**config.mk**
```make
export PLATFORM = sky130hd
export DESIGN_NAME = joint_speed_ramp_integrator
export DESIGN_NICKNAME = d
export VERILOG_FILES = /design/src/hw/rtl/jsri_pkg.sv /design/src/hw/rtl/jsri_mul.sv /design/src/hw/rtl/joint_speed_ramp_integrator.sv
export SDC_FILE = /design/constraint.sdc
export NUM_CORES = 2
export LEC_CHECK = 0
export BUFFER_PORTS_ARGS = -buffer_cell sky130_fd_sc_hd__buf_2
export CAP_MARGIN = 40
export CELL_PAD_IN_SITES_DETAIL_PLACEMENT = 0
export CELL_PAD_IN_SITES_GLOBAL_PLACEMENT = 1
export CORE_MARGIN = 4
export CORE_UTILIZATION = 44
export CTS_CLUSTER_DIAMETER = 60
export DETAILED_ROUTE_END_ITERATION = 7
export MAX_ROUTING_LAYER = met4
export PLACE_DENSITY_LB_ADDON = 0.1
export SLEW_MARGIN = 20
export SYNTH_ARGS = -nofsm -noshare
export SYNTH_HDL_FRONTEND = slang
export SYNTH_HIERARCHICAL = 1
export SYNTH_SLANG_ARGS = --single-unit
```
**constraint.sdc**
```tcl
create_clock -name i_clk -period 6 [get_ports i_clk]
set_input_delay 0.3 -clock i_clk [delete_from_list [all_inputs] [get_ports i_clk]]
set_output_delay 0.3 -clock i_clk [all_outputs]
set_load 0.01 [all_outputs]
```
**src/hw/rtl/jsri_pkg.sv**
```systemverilog
// jsri_pkg: item types, register indexes and fixed widths for the joint speed ramp integrator
// no dependencies; imported by jsri_mul and joint_speed_ramp_integrator
`timescale 1ns / 1ps
`default_nettype none

package jsri_pkg;

    // shift-add multiplier operand width
    localparam int MUL_W = 32;

    // configuration port
    localparam int CFG_IDX_W  = 3;
    localparam int CFG_DATA_W = 32;

    localparam logic [CFG_IDX_W-1:0] REG_SPEED_SCALE   = 3'd0;
    localparam logic [CFG_IDX_W-1:0] REG_DEAD_BAND     = 3'd1;
    localparam logic [CFG_IDX_W-1:0] REG_SPEED_LIMIT   = 3'd2;
    localparam logic [CFG_IDX_W-1:0] REG_MAX_STEP      = 3'd3;
    localparam logic [CFG_IDX_W-1:0] REG_TIMEOUT_TICKS = 3'd4;
    localparam logic [CFG_IDX_W-1:0] REG_POSITION_GAIN = 3'd5;
    localparam logic [CFG_IDX_W-1:0] REG_VELOCITY_GAIN = 3'd6;

    // register reset values
    localparam logic [15:0] RST_SPEED_SCALE   = 16'd256;
    localparam logic [30:0] RST_DEAD_BAND     = 31'd3277;
    localparam logic [15:0] RST_TIMEOUT_TICKS = 16'd50;

    typedef struct packed {
        logic               command_valid;
        logic signed [31:0] command_value;
    } t_in_item;

    typedef struct packed {
        logic signed [47:0] joint_position;
        logic signed [31:0] joint_velocity;
        logic signed [31:0] speed_steps;
        logic               stale_command;
    } t_out_item;

endpackage

`default_nettype wire

```
**src/hw/rtl/jsri_mul.sv**
```systemverilog
// jsri_mul: bit-serial shift-add unsigned multiplier, one multiplier bit per cycle
// depends on jsri_pkg for the operand width
`timescale 1ns / 1ps
`default_nettype none

module jsri_mul (
    input  wire logic                         i_clk,
    input  wire logic                         i_rst_n,
    input  wire logic                         i_start,
    input  wire logic [jsri_pkg::MUL_W-1:0]   i_a,
    input  wire logic [jsri_pkg::MUL_W-1:0]   i_b,
    output logic                              o_done,
    output logic [2*jsri_pkg::MUL_W-1:0]      o_prod
);
    import jsri_pkg::*;

    localparam int CNT_W = $clog2(MUL_W);

    logic [MUL_W-1:0]   r_a;
    logic [2*MUL_W-1:0] r_prod;
    logic [CNT_W-1:0]   r_cnt;
    logic               r_busy;
    logic               r_done;

    logic [MUL_W:0]     n_hi;

    // add the multiplicand into the upper half when the current multiplier bit is set
    always_comb begin
        if (r_prod[0]) begin
            n_hi = {1'b0, r_prod[2*MUL_W-1:MUL_W]} + {1'b0, r_a};
        end else begin
            n_hi = {1'b0, r_prod[2*MUL_W-1:MUL_W]};
        end
    end

    always_ff @(posedge i_clk) begin
        if (!i_rst_n) begin
            r_busy <= 1'b0;
            r_done <= 1'b0;
            r_cnt  <= '0;
        end else begin
            r_done <= 1'b0;
            if (i_start) begin
                r_busy <= 1'b1;
                r_cnt  <= '0;
            end else if (r_busy) begin
                r_cnt <= r_cnt + 1'b1;
                if (r_cnt == CNT_W'(MUL_W - 1)) begin
                    r_busy <= 1'b0;
                    r_done <= 1'b1;
                end
            end
        end
    end

    always_ff @(posedge i_clk) begin
        if (i_start) begin
            r_a    <= i_a;
            r_prod <= {{MUL_W{1'b0}}, i_b};
        end else if (r_busy) begin
            r_prod <= {n_hi, r_prod[MUL_W-1:1]};
        end
    end

    assign o_done = r_done;
    assign o_prod = r_prod;

endmodule

`default_nettype wire

```
**src/hw/rtl/joint_speed_ramp_integrator.sv**
```systemverilog
// joint_speed_ramp_integrator: per-joint speed command hold, deadzone, clamp, slew ramp and
// position / velocity integration; uses jsri_pkg and two jsri_mul serial multipliers
// one item at a time: a new item is accepted only when idle, and each item makes two
// 32-step passes of the bit-serial shift-add multipliers
// (command scaling first, then position and velocity products side by side)
// reset (synchronous, active low): registers to defaults, held command, age, rate and angle to 0
`timescale 1ns / 1ps
`default_nettype none

module joint_speed_ramp_integrator (
    input  wire logic                              i_clk,
    input  wire logic                              i_rst_n,
    // input item channel
    input  wire logic                              i_in_valid,
    output logic                                   o_in_stall,
    input  wire jsri_pkg::t_in_item                i_in_item,
    // result item channel
    output logic                                   o_out_valid,
    input  wire logic                              i_out_stall,
    output jsri_pkg::t_out_item                    o_out_item,
    // configuration write port
    input  wire logic                              i_cfg_we,
    input  wire logic [jsri_pkg::CFG_IDX_W-1:0]    i_cfg_index,
    input  wire logic [jsri_pkg::CFG_DATA_W-1:0]   i_cfg_data
);
    import jsri_pkg::*;

    // sequencer states
    localparam logic [2:0] S_IDLE      = 3'd0;
    localparam logic [2:0] S_SCALE_GO  = 3'd1;
    localparam logic [2:0] S_SCALE_WT  = 3'd2;
    localparam logic [2:0] S_SHAPE     = 3'd3;
    localparam logic [2:0] S_RAMP      = 3'd4;
    localparam logic [2:0] S_GAIN_GO   = 3'd5;
    localparam logic [2:0] S_GAIN_WT   = 3'd6;
    localparam logic [2:0] S_OUT       = 3'd7;

    logic [2:0] r_state;

    // configuration registers
    logic [15:0] r_speed_scale;
    logic [30:0] r_dead_band;
    logic [30:0] r_speed_limit;
    logic [30:0] r_max_step;
    logic [15:0] r_timeout_ticks;
    logic [31:0] r_position_gain;
    logic [31:0] r_velocity_gain;

    // joint state
    logic signed [31:0] r_held;
    logic [15:0]        r_age;
    logic signed [31:0] r_rate;
    logic [47:0]        r_angle;
    logic               r_stale;

    // per-item working registers
    logic [39:0]        r_scaled_mag;
    logic signed [31:0] r_target;
    logic [31:0]        r_pos_mag;
    logic [31:0]        r_vel_mag;

    // result register, parts the output side from the sequencer
    logic               r_out_valid;
    t_out_item          r_out_item;

    // multiplier hookup
    logic               w_scale_start;
    logic               w_gain_start;
    logic               w_scale_done;
    logic               w_pos_done;
    logic               w_vel_done;
    logic [63:0]        w_scale_prod;
    logic [63:0]        w_pos_prod;
    logic [63:0]        w_vel_prod;

    logic               w_in_acc;
    logic               w_out_acc;
    logic               w_out_free;

    // tick bookkeeping on accept
    logic [15:0]        n_age;
    logic               n_stale;
    logic signed [31:0] n_held;

    // combinational parts of each stage
    logic [31:0]        w_held_mag;
    logic [31:0]        w_rate_mag;
    logic [31:0]        n_target_mag;
    logic signed [31:0] n_target;
    logic signed [32:0] w_delta;
    logic [32:0]        w_delta_mag;
    logic signed [32:0] n_rate_wide;
    logic [47:0]        w_pos_inc;
    logic [31:0]        w_vel;
    logic [47:0]        n_angle;

    assign w_in_acc   = i_in_valid && !o_in_stall;
    assign w_out_acc  = r_out_valid && !i_out_stall;
    assign w_out_free = !r_out_valid || !i_out_stall;

    // one item at a time: the sequencer takes a new tick only when idle
    assign o_in_stall = (r_state != S_IDLE);

    // age saturates, timeout clears the held command
    always_comb begin
        if (i_in_item.command_valid) begin
            n_age = '0;
        end else if (r_age != 16'hFFFF) begin
            n_age = r_age + 16'd1;
        end else begin
            n_age = r_age;
        end
        n_stale = (n_age > r_timeout_ticks);
        if (n_stale) begin
            n_held = '0;
        end else if (i_in_item.command_valid) begin
            n_held = i_in_item.command_value;
        end else begin
            n_held = r_held;
        end
    end

    // magnitudes; the most negative value maps to 2^31, which fits unsigned
    assign w_held_mag = r_held[31] ? (~r_held + 32'd1) : r_held;
    assign w_rate_mag = r_rate[31] ? (~r_rate + 32'd1) : r_rate;

    // deadzone then clamp on the scaled magnitude, sign of the held command reapplied
    always_comb begin
        if (r_scaled_mag < {9'd0, r_dead_band}) begin
            n_target_mag = '0;
        end else if (r_scaled_mag > {9'd0, r_speed_limit}) begin
            n_target_mag = {1'b0, r_speed_limit};
        end else begin
            n_target_mag = r_scaled_mag[31:0];
        end
        n_target = r_held[31] ? (~n_target_mag + 32'd1) : n_target_mag;
    end

    // slew limit toward the target
    always_comb begin
        w_delta     = {r_target[31], r_target} - {r_rate[31], r_rate};
        w_delta_mag = w_delta[32] ? (~w_delta + 33'd1) : w_delta;
        if (w_delta_mag > {2'b00, r_max_step}) begin
            if (w_delta[32]) begin
                n_rate_wide = {r_rate[31], r_rate} - {2'b00, r_max_step};
            end else begin
                n_rate_wide = {r_rate[31], r_rate} + {2'b00, r_max_step};
            end
        end else begin
            n_rate_wide = {r_target[31], r_target};
        end
    end

    // signed products from magnitudes, truncated toward zero
    assign w_pos_inc = r_rate[31] ? (~{16'd0, r_pos_mag} + 48'd1) : {16'd0, r_pos_mag};
    assign w_vel     = r_rate[31] ? (~r_vel_mag + 32'd1) : r_vel_mag;
    assign n_angle   = r_angle + w_pos_inc;

    assign w_scale_start = (r_state == S_SCALE_GO);
    assign w_gain_start  = (r_state == S_GAIN_GO);

    // scaling pass and position pass share one multiplier
    jsri_mul u_mul_pos (
        .i_clk   (i_clk),
        .i_rst_n (i_rst_n),
        .i_start (w_scale_start || w_gain_start),
        .i_a     (w_scale_start ? w_held_mag : w_rate_mag),
        .i_b     (w_scale_start ? {16'd0, r_speed_scale} : r_position_gain),
        .o_done  (w_pos_done),
        .o_prod  (w_pos_prod)
    );

    jsri_mul u_mul_vel (
        .i_clk   (i_clk),
        .i_rst_n (i_rst_n),
        .i_start (w_gain_start),
        .i_a     (w_rate_mag),
        .i_b     (r_velocity_gain),
        .o_done  (w_vel_done),
        .o_prod  (w_vel_prod)
    );

    assign w_scale_done = w_pos_done;
    assign w_scale_prod = w_pos_prod;

    // configuration writes
    always_ff @(posedge i_clk) begin
        if (!i_rst_n) begin
            r_speed_scale   <= RST_SPEED_SCALE;
            r_dead_band     <= RST_DEAD_BAND;
            r_speed_limit   <= '0;
            r_max_step      <= '0;
            r_timeout_ticks <= RST_TIMEOUT_TICKS;
            r_position_gain <= '0;
            r_velocity_gain <= '0;
        end else if (i_cfg_we) begin
            case (i_cfg_index)
                REG_SPEED_SCALE:   r_speed_scale   <= i_cfg_data[15:0];
                REG_DEAD_BAND:     r_dead_band     <= i_cfg_data[30:0];
                REG_SPEED_LIMIT:   r_speed_limit   <= i_cfg_data[30:0];
                REG_MAX_STEP:      r_max_step      <= i_cfg_data[30:0];
                REG_TIMEOUT_TICKS: r_timeout_ticks <= i_cfg_data[15:0];
                REG_POSITION_GAIN: r_position_gain <= i_cfg_data;
                REG_VELOCITY_GAIN: r_velocity_gain <= i_cfg_data;
                default: ;
            endcase
        end
    end

    // sequencer and joint state
    always_ff @(posedge i_clk) begin
        if (!i_rst_n) begin
            r_state     <= S_IDLE;
            r_held      <= '0;
            r_age       <= '0;
            r_rate      <= '0;
            r_angle     <= '0;
            r_stale     <= 1'b0;
        end else begin
            case (r_state)
                S_IDLE: begin
                    if (w_in_acc) begin
                        r_held  <= n_held;
                        r_age   <= n_age;
                        r_stale <= n_stale;
                        r_state <= S_SCALE_GO;
                    end
                end
                S_SCALE_GO: begin
                    r_state <= S_SCALE_WT;
                end
                S_SCALE_WT: begin
                    if (w_scale_done) begin
                        r_state <= S_SHAPE;
                    end
                end
                S_SHAPE: begin
                    r_state <= S_RAMP;
                end
                S_RAMP: begin
                    r_rate  <= n_rate_wide[31:0];
                    r_state <= S_GAIN_GO;
                end
                S_GAIN_GO: begin
                    r_state <= S_GAIN_WT;
                end
                S_GAIN_WT: begin
                    if (w_pos_done) begin
                        r_state <= S_OUT;
                    end
                end
                S_OUT: begin
                    // wait until the result register is free or being emptied
                    if (w_out_free) begin
                        r_angle     <= n_angle;
                        r_state     <= S_IDLE;
                    end
                end
                default: begin
                    r_state <= S_IDLE;
                end
            endcase
        end
    end

    // result valid: set on a finished item, cleared when the item leaves
    always_ff @(posedge i_clk) begin
        if (!i_rst_n) begin
            r_out_valid <= 1'b0;
        end else if (r_state == S_OUT && w_out_free) begin
            r_out_valid <= 1'b1;
        end else if (w_out_acc) begin
            r_out_valid <= 1'b0;
        end
    end

    // working registers, no reset needed
    always_ff @(posedge i_clk) begin
        if (r_state == S_SCALE_WT && w_scale_done) begin
            r_scaled_mag <= w_scale_prod[47:8];
        end
        if (r_state == S_SHAPE) begin
            r_target <= n_target;
        end
        if (r_state == S_GAIN_WT && w_pos_done) begin
            r_pos_mag <= w_pos_prod[63:32];
            r_vel_mag <= w_vel_prod[63:32];
        end
        if (r_state == S_OUT && w_out_free) begin
            r_out_item.joint_position <= n_angle;
            r_out_item.joint_velocity <= w_vel;
            r_out_item.speed_steps    <= r_rate;
            r_out_item.stale_command  <= r_stale;
        end
    end

    assign o_out_valid = r_out_valid;
    assign o_out_item  = r_out_item;

    // an accepted tick always starts the scaling pass next
    a_accept_starts: assert property (@(posedge i_clk) disable iff (!i_rst_n)
        w_in_acc |=> (r_state == S_SCALE_GO))
        else $error("accepted item did not start scaling");

    // the position and velocity multipliers run in lock step
    a_gain_lockstep: assert property (@(posedge i_clk) disable iff (!i_rst_n)
        (r_state == S_GAIN_WT) |-> (w_pos_done == w_vel_done))
        else $error("gain multipliers out of step");

    // a timed-out tick always carries a cleared command into shaping
    a_stale_clears: assert property (@(posedge i_clk) disable iff (!i_rst_n)
        (r_state == S_SHAPE && r_stale) |-> (r_held == 32'sd0))
        else $error("stale tick with nonzero held command");

    // a waiting result is never overwritten
    a_no_overwrite: assert property (@(posedge i_clk) disable iff (!i_rst_n)
        (r_state == S_OUT && r_out_valid && i_out_stall) |=> (r_state == S_OUT))
        else $error("result register overwritten while stalled");

    // the shared multiplier finishes only in the scaling or the gain wait state
    a_scale_done_place: assert property (@(posedge i_clk) disable iff (!i_rst_n)
        w_scale_done |-> (r_state == S_SCALE_WT || r_state == S_GAIN_WT))
        else $error("multiplier finished in unexpected state");

endmodule

`default_nettype wire
```
* Word level (Yosys, flattened, before mapping)
Cells that the tools add are included.
Operators by class: eq/ne operators 20, reduce and logical (&&, ||, !) cells 31, muxes and demuxes 36, bitwise operators 8, add/sub/neg operators 15, $lt $le $gt $ge 4
Operator list (number):
- 32-bit 2-to-1 mux | 16
- 32-bit by 1-bit adder with 32-bit output, second input constant | 4
- 32-bit NOT | 4
- 33-bit 2-to-1 mux | 3
- 32-bit by 32-bit adder with 33-bit output | 2
- 48-bit by 1-bit adder with 48-bit output, second input constant | 1
- 48-bit adder | 1
- 48-bit 2-to-1 mux | 1
- 32-bit NOT with 48-bit output | 1
- 40-bit by 31-bit greater-than comparator with 1-bit output | 1
- 40-bit by 31-bit < comparator with 1-bit output | 1
- 33-bit by 1-bit adder with 33-bit output, second input constant | 1
- 33-bit by 31-bit greater-than comparator with 1-bit output | 1
- 33-bit NOT | 1
- 32-bit by 32-bit subtractor with 33-bit output | 1
- 32-bit adder | 1
- 16-bit 2-to-1 mux | 2
- 32-bit subtractor | 1
- 3-bit one-hot mux with 8 select lines | 1
- 3-bit == test, second input constant | 7
- 2-bit AND reduction | 9
- 16-bit by 1-bit adder with 16-bit output, second input constant | 1
- 16-bit greater-than comparator | 1
- 16-bit != test, second input constant | 1
- other kinds (19) | 51
Word-level totals: output and inout bits 115, word-level logic and storage cells 147, register bits 776, bits of input ports 73

* Depth between registers and ports, before layout
depth after elaboration 6, gate-level depth with buffers 30, mapped depth without buffers 27

* Cells and area by module
The synthesis kept the hierarchy.
Modules (own cells, without submodules):
- joint_speed_ramp_integrator | instances 1, cells an instance 3885, area each 34669.5 sq um, seq. area each 13923.4 sq um
- jsri_mul (u_mul_pos) | instances 1, cells an instance 554, area each 5806.8 sq um, seq. area each 2702.6 sq um
- jsri_mul (u_mul_vel) | instances 1, cells an instance 540, area each 5749.3 sq um, seq. area each 2702.6 sq um

* Worst setup path before layout
OpenSTA, ideal clock, no wires.
path kind flip-flop to flip-flop, from register r_rate[0], to register r_rate[31], library setup time 0.086 ns, path buffers 2, required time 5.914 ns, clock period less this slack 6.162 ns, stages on the path, launching flop included 27, path slack -0.162 ns, data arrival time 6.077 ns, cell sequence dfxtp_1 ha_1 fa_1 nand2b_1 a21oi_1 a2bb2oi_2 a31oi_4 buf_6 nor3_1 nor2_1 o22ai_1 clkbuf_1 nor2_1 a21oi_1 ha_1 nor2b_1 o31a_1 o311ai_0 a21oi_1 o31ai_1 o221ai_1 nor4_1 o31ai_1 a21oi_1 xnor2_1 nor3_1 a211oi_1
On the way: longest elaborated chain between the ends 6, elaborated cells on any way between the ends 9, classes of those cells add/sub: 4; order compare: 1; mux: 3; bitwise: 1
Ends and longest elaborated chain:
- from (decl) | line joint_speed_ramp_integrator.sv:52 | logic signed [31:0] r_rate;
- from (signal assigned) | line joint_speed_ramp_integrator.sv:241 | r_rate <= n_rate_wide[31:0];
- 32-bit by 32-bit subtractor with 33-bit output | line joint_speed_ramp_integrator.sv:141 | w_delta = {r_target[31], r_target} - {r_rate[31], r_rate};
- 33-bit NOT | line joint_speed_ramp_integrator.sv:142 | w_delta_mag = w_delta[32] ? (~w_delta + 33'd1) : w_delta;
- 33-bit by 1-bit adder with 33-bit output | line joint_speed_ramp_integrator.sv:142
- 33-bit 2-to-1 mux | line joint_speed_ramp_integrator.sv:142
- 33-bit by 31-bit greater-than comparator with 1-bit output | line joint_speed_ramp_integrator.sv:143 | if (w_delta_mag > {2'b00, r_max_step}) begin
- 32-bit 2-to-1 mux (*) | line joint_speed_ramp_integrator.sv:143
Every way passes the cells marked *; elsewhere a longest branch is shown, timed or not. A chain may end at the register's enable or synchronous reset.

* Worst setup path in the final report
from register r_target[7], to register r_rate[28]
On the way: longest elaborated chain between the ends 6, elaborated cells on any way between the ends 7, classes of those cells add/sub: 2; order compare: 1; mux: 3; bitwise: 1
Ends and longest elaborated chain:
- from (decl) | line joint_speed_ramp_integrator.sv:58 | logic signed [31:0] r_target;
- from (signal assigned) | line joint_speed_ramp_integrator.sv:283 | r_target <= n_target;
- 32-bit by 32-bit subtractor with 33-bit output (*) | line joint_speed_ramp_integrator.sv:141
- 33-bit NOT | line joint_speed_ramp_integrator.sv:142
- 33-bit by 1-bit adder with 33-bit output | line joint_speed_ramp_integrator.sv:142
- 33-bit 2-to-1 mux | line joint_speed_ramp_integrator.sv:142
- 33-bit by 31-bit greater-than comparator with 1-bit output | line joint_speed_ramp_integrator.sv:143
- 32-bit 2-to-1 mux (*) | line joint_speed_ramp_integrator.sv:143
Marked as above.

==> flow_summary.ini <==
[setup_path]
crit_path_start_kind = flip-flop
worstReg2RegStart = r_target[7]
worst_path_most_repeated_cell = a21o_1
reg2reg_depth = 28
cp_max_fo = 6
slowest_stage = or4_4
path_delay_family = compound AO/OA/AOI/OAI gates
reg2reg_slack_ns = -0.23
critical_path_class = flip-flop to flip-flop
r2r-end = r_rate[28]
crit_required_ns = 6.51
crit_path_end_kind = flip-flop
cp.arrival_ns = 6.74
max_stage_delay_ns = 0.59
cp.buffers_inverters = 4

[cts]
htree_levels = 3
clock_latency_ns = 0.69
numClockSinks = 776
cts_inserted_buffers = 98
cts_root_buffer = clkbuf_16
cts_tree = yes
path_clk_slew_ns = 0.06
cts_buffer_depth = 3

[grt]
grt_max_degree = 81
antenna_found_initial = 3
grt_pass1_vias = 36300
grt_pass1_wl_mm = 216
grt-ovfl-total = 0
globalRouteTotalUtil_pct = 25.4

[die]
fp.dieH_um = 332
die_w_um = 332
initial_core_util_pct = 44.4
fp-row-count = 118
core_area_um2 = 104000
ios = 188
die_area_um2 = 110000

[power_and_ir_drop]
power_mw = 15.0
ir_worst_vdd_uv = 207
p_per_area_nw_per_um2 = 274
static-leakage-power_nw = 21.3

[detailed_routing]
drc = 0
viasPerCell = 5.52
routed_wl_mm = 141
ant_nets = 0
post_drt_wl_per_cell_um = 20.6
drt_iter0_markers = 2583
route.vias.total = 37800
first_pass_iters = 5

[sta]
finalSetupViolCount = 31
max-slew-margin-rel_pct = 41.7
hold_viol_final = 0
fin_skew_ns = 0.0403
max_freq_mhz = 160
holdWs_ns = 0.0356
layout_min_cycle_time_ns = 6.23
rsz0062_at_grt = true
fin_ws_ns = -0.231
post-route-period-util_pct = 104
slew_viol_final = 0
tightest_slew_ns = 0.865

[logic_synthesis]
synth_cells = 4976
synth_area_um2 = 46200
synth_nets = 5348
ys_warn_count = 6
syn_avg_cell_area_um2 = 9.28

[min_path]
hp-class = input port to flip-flop
hp-start = i_cfg_data[8]
hold_path_depth = 3
hold_end = r_speed_scale[8]

[place]
dp_hpwl_mm = 105
place_congestion = 0.905
dpl_cell_area_um2 = 50100
pre_cts_ws_ns = -0.376
port_buffers = 187
placedCellCount = 6568

[finish]
fin_cells = 6844
drive_gt1_share_pct = 15.6
area_delta_synth_final_pct = 18.3
fillCellCount = 9736
final_nets = 5745
finalInstanceArea_um2 = 54700

[status]
violations = setup timing
status = finished, violations left

[flow_run]
cap_viol_max_count = 0
## worst register-to-register path: cells and delay by family, from the launching register on
kind / cells / cell delay, ns
simple gates: 7 / 2.02
xor+xnor: 1 / 0.16
mux: 1 / 0.19
buf+inv: 4 / 0.58
flops: 1 / 0.43
fa+ha+maj: 2 / 0.55
compound gates: 13 / 2.12
## worst max-delay path by stage
stage | startpoint | to | slack, ns | depth (start not counted)
2_1_floorplan | r_rate[0] | r_rate[31] | 0.03 | 26
3_3_place_gp | r_target[0] | r_rate[31] | -0.30 | 30
3_5_place_dp | r_target[0] | r_rate[28] | -0.38 | 29
4_1_cts | r_target[7] | r_rate[24] | -0.14 | 26
5_1_grt | r_rate[7] | r_rate[28] | -0.51 | 29
6_report | r_target[7] | r_rate[28] | -0.23 | 28
## area by class of cell
| type | count | area [um2] | area share [%] |
|---|---|---|---|
| Sequential cell | 776 | 19300 | 35.3 |
| Timing Repair Buffer | 536 | 3950 | 7.22 |
| Clock inverter | 58 | 624 | 1.14 |
| Antenna cell | 5 | 12.5 | 0.0229 |
| Clock buffer | 128 | 2720 | 4.98 |
| Tap cell | 1380 | 1730 | 3.16 |
| Inverter | 215 | 812 | 1.49 |
| Multi-Input combinational cell | 3746 | 25500 | 46.6 |
## cell usage in the layout (no fill, tap or decap), drive strengths merged, types with 130 or more instances in the layout
cell / instances
a21boi: 234
a21oi: 300
buf: 475
clkbuf: 130
dfxtp: 399
edfxtp: 377
ha: 294
inv: 232
nand2: 698
nor2: 319
o21ai: 223
xnor2: 251
## registers in the layout, summed over array words and instances (netlist names), 31 cells and up
register          flops
u_mul_pos/r_a        32
r_angle              48
u_mul_vel/o_prod     64
r_vel_mag            32
r_rate               32
r_position_gain      32
r_held               32
r_target             32
r_pos_mag            32
u_mul_pos/o_prod     64
r_dead_band          31
r_speed_limit        31
o_out_item          113
r_velocity_gain      32
u_mul_vel/r_a        32
r_scaled_mag         40
r_max_step           31
## power by group
part | internal [mW] | switching [mW] | total [mW]
clock | 3.56 | 2.48 | 6.03
combinational | 1.23 | 1.66 | 2.88
sequential | 5.82 | 0.239 | 6.05
## what timing repair did
item / CTS / global route
hold endpoints to repair: 156 / 0
gates resized for setup: 27 / 45
buffers inserted: 12 / 12
endpoints found under the setup margin: 32 / 45
cloned: 1 / 1
pin swaps: 13 / 36
hold buffers: 59 / 0
## stage by stage
step                utilization, %  TNS [ns]
CTS                           52.3     -2.32
global placement              48.1     -7.16
detailed placement            48.2    -10.29
finish                        52.6     -4.88
floorplan                        -         0
global route                  52.6    -14.32
## routing by layer
layer,up-vias,part of all wire [%],GRT usage [%]
li1,18900,-,-
met1,17900,47,34.2
met2,802,47,41.1
met3,199,4.2,2.85
met4,0,2.5,6.69
met5,-,0,-
No activity file was read; power rests on OpenSTA's default activity.
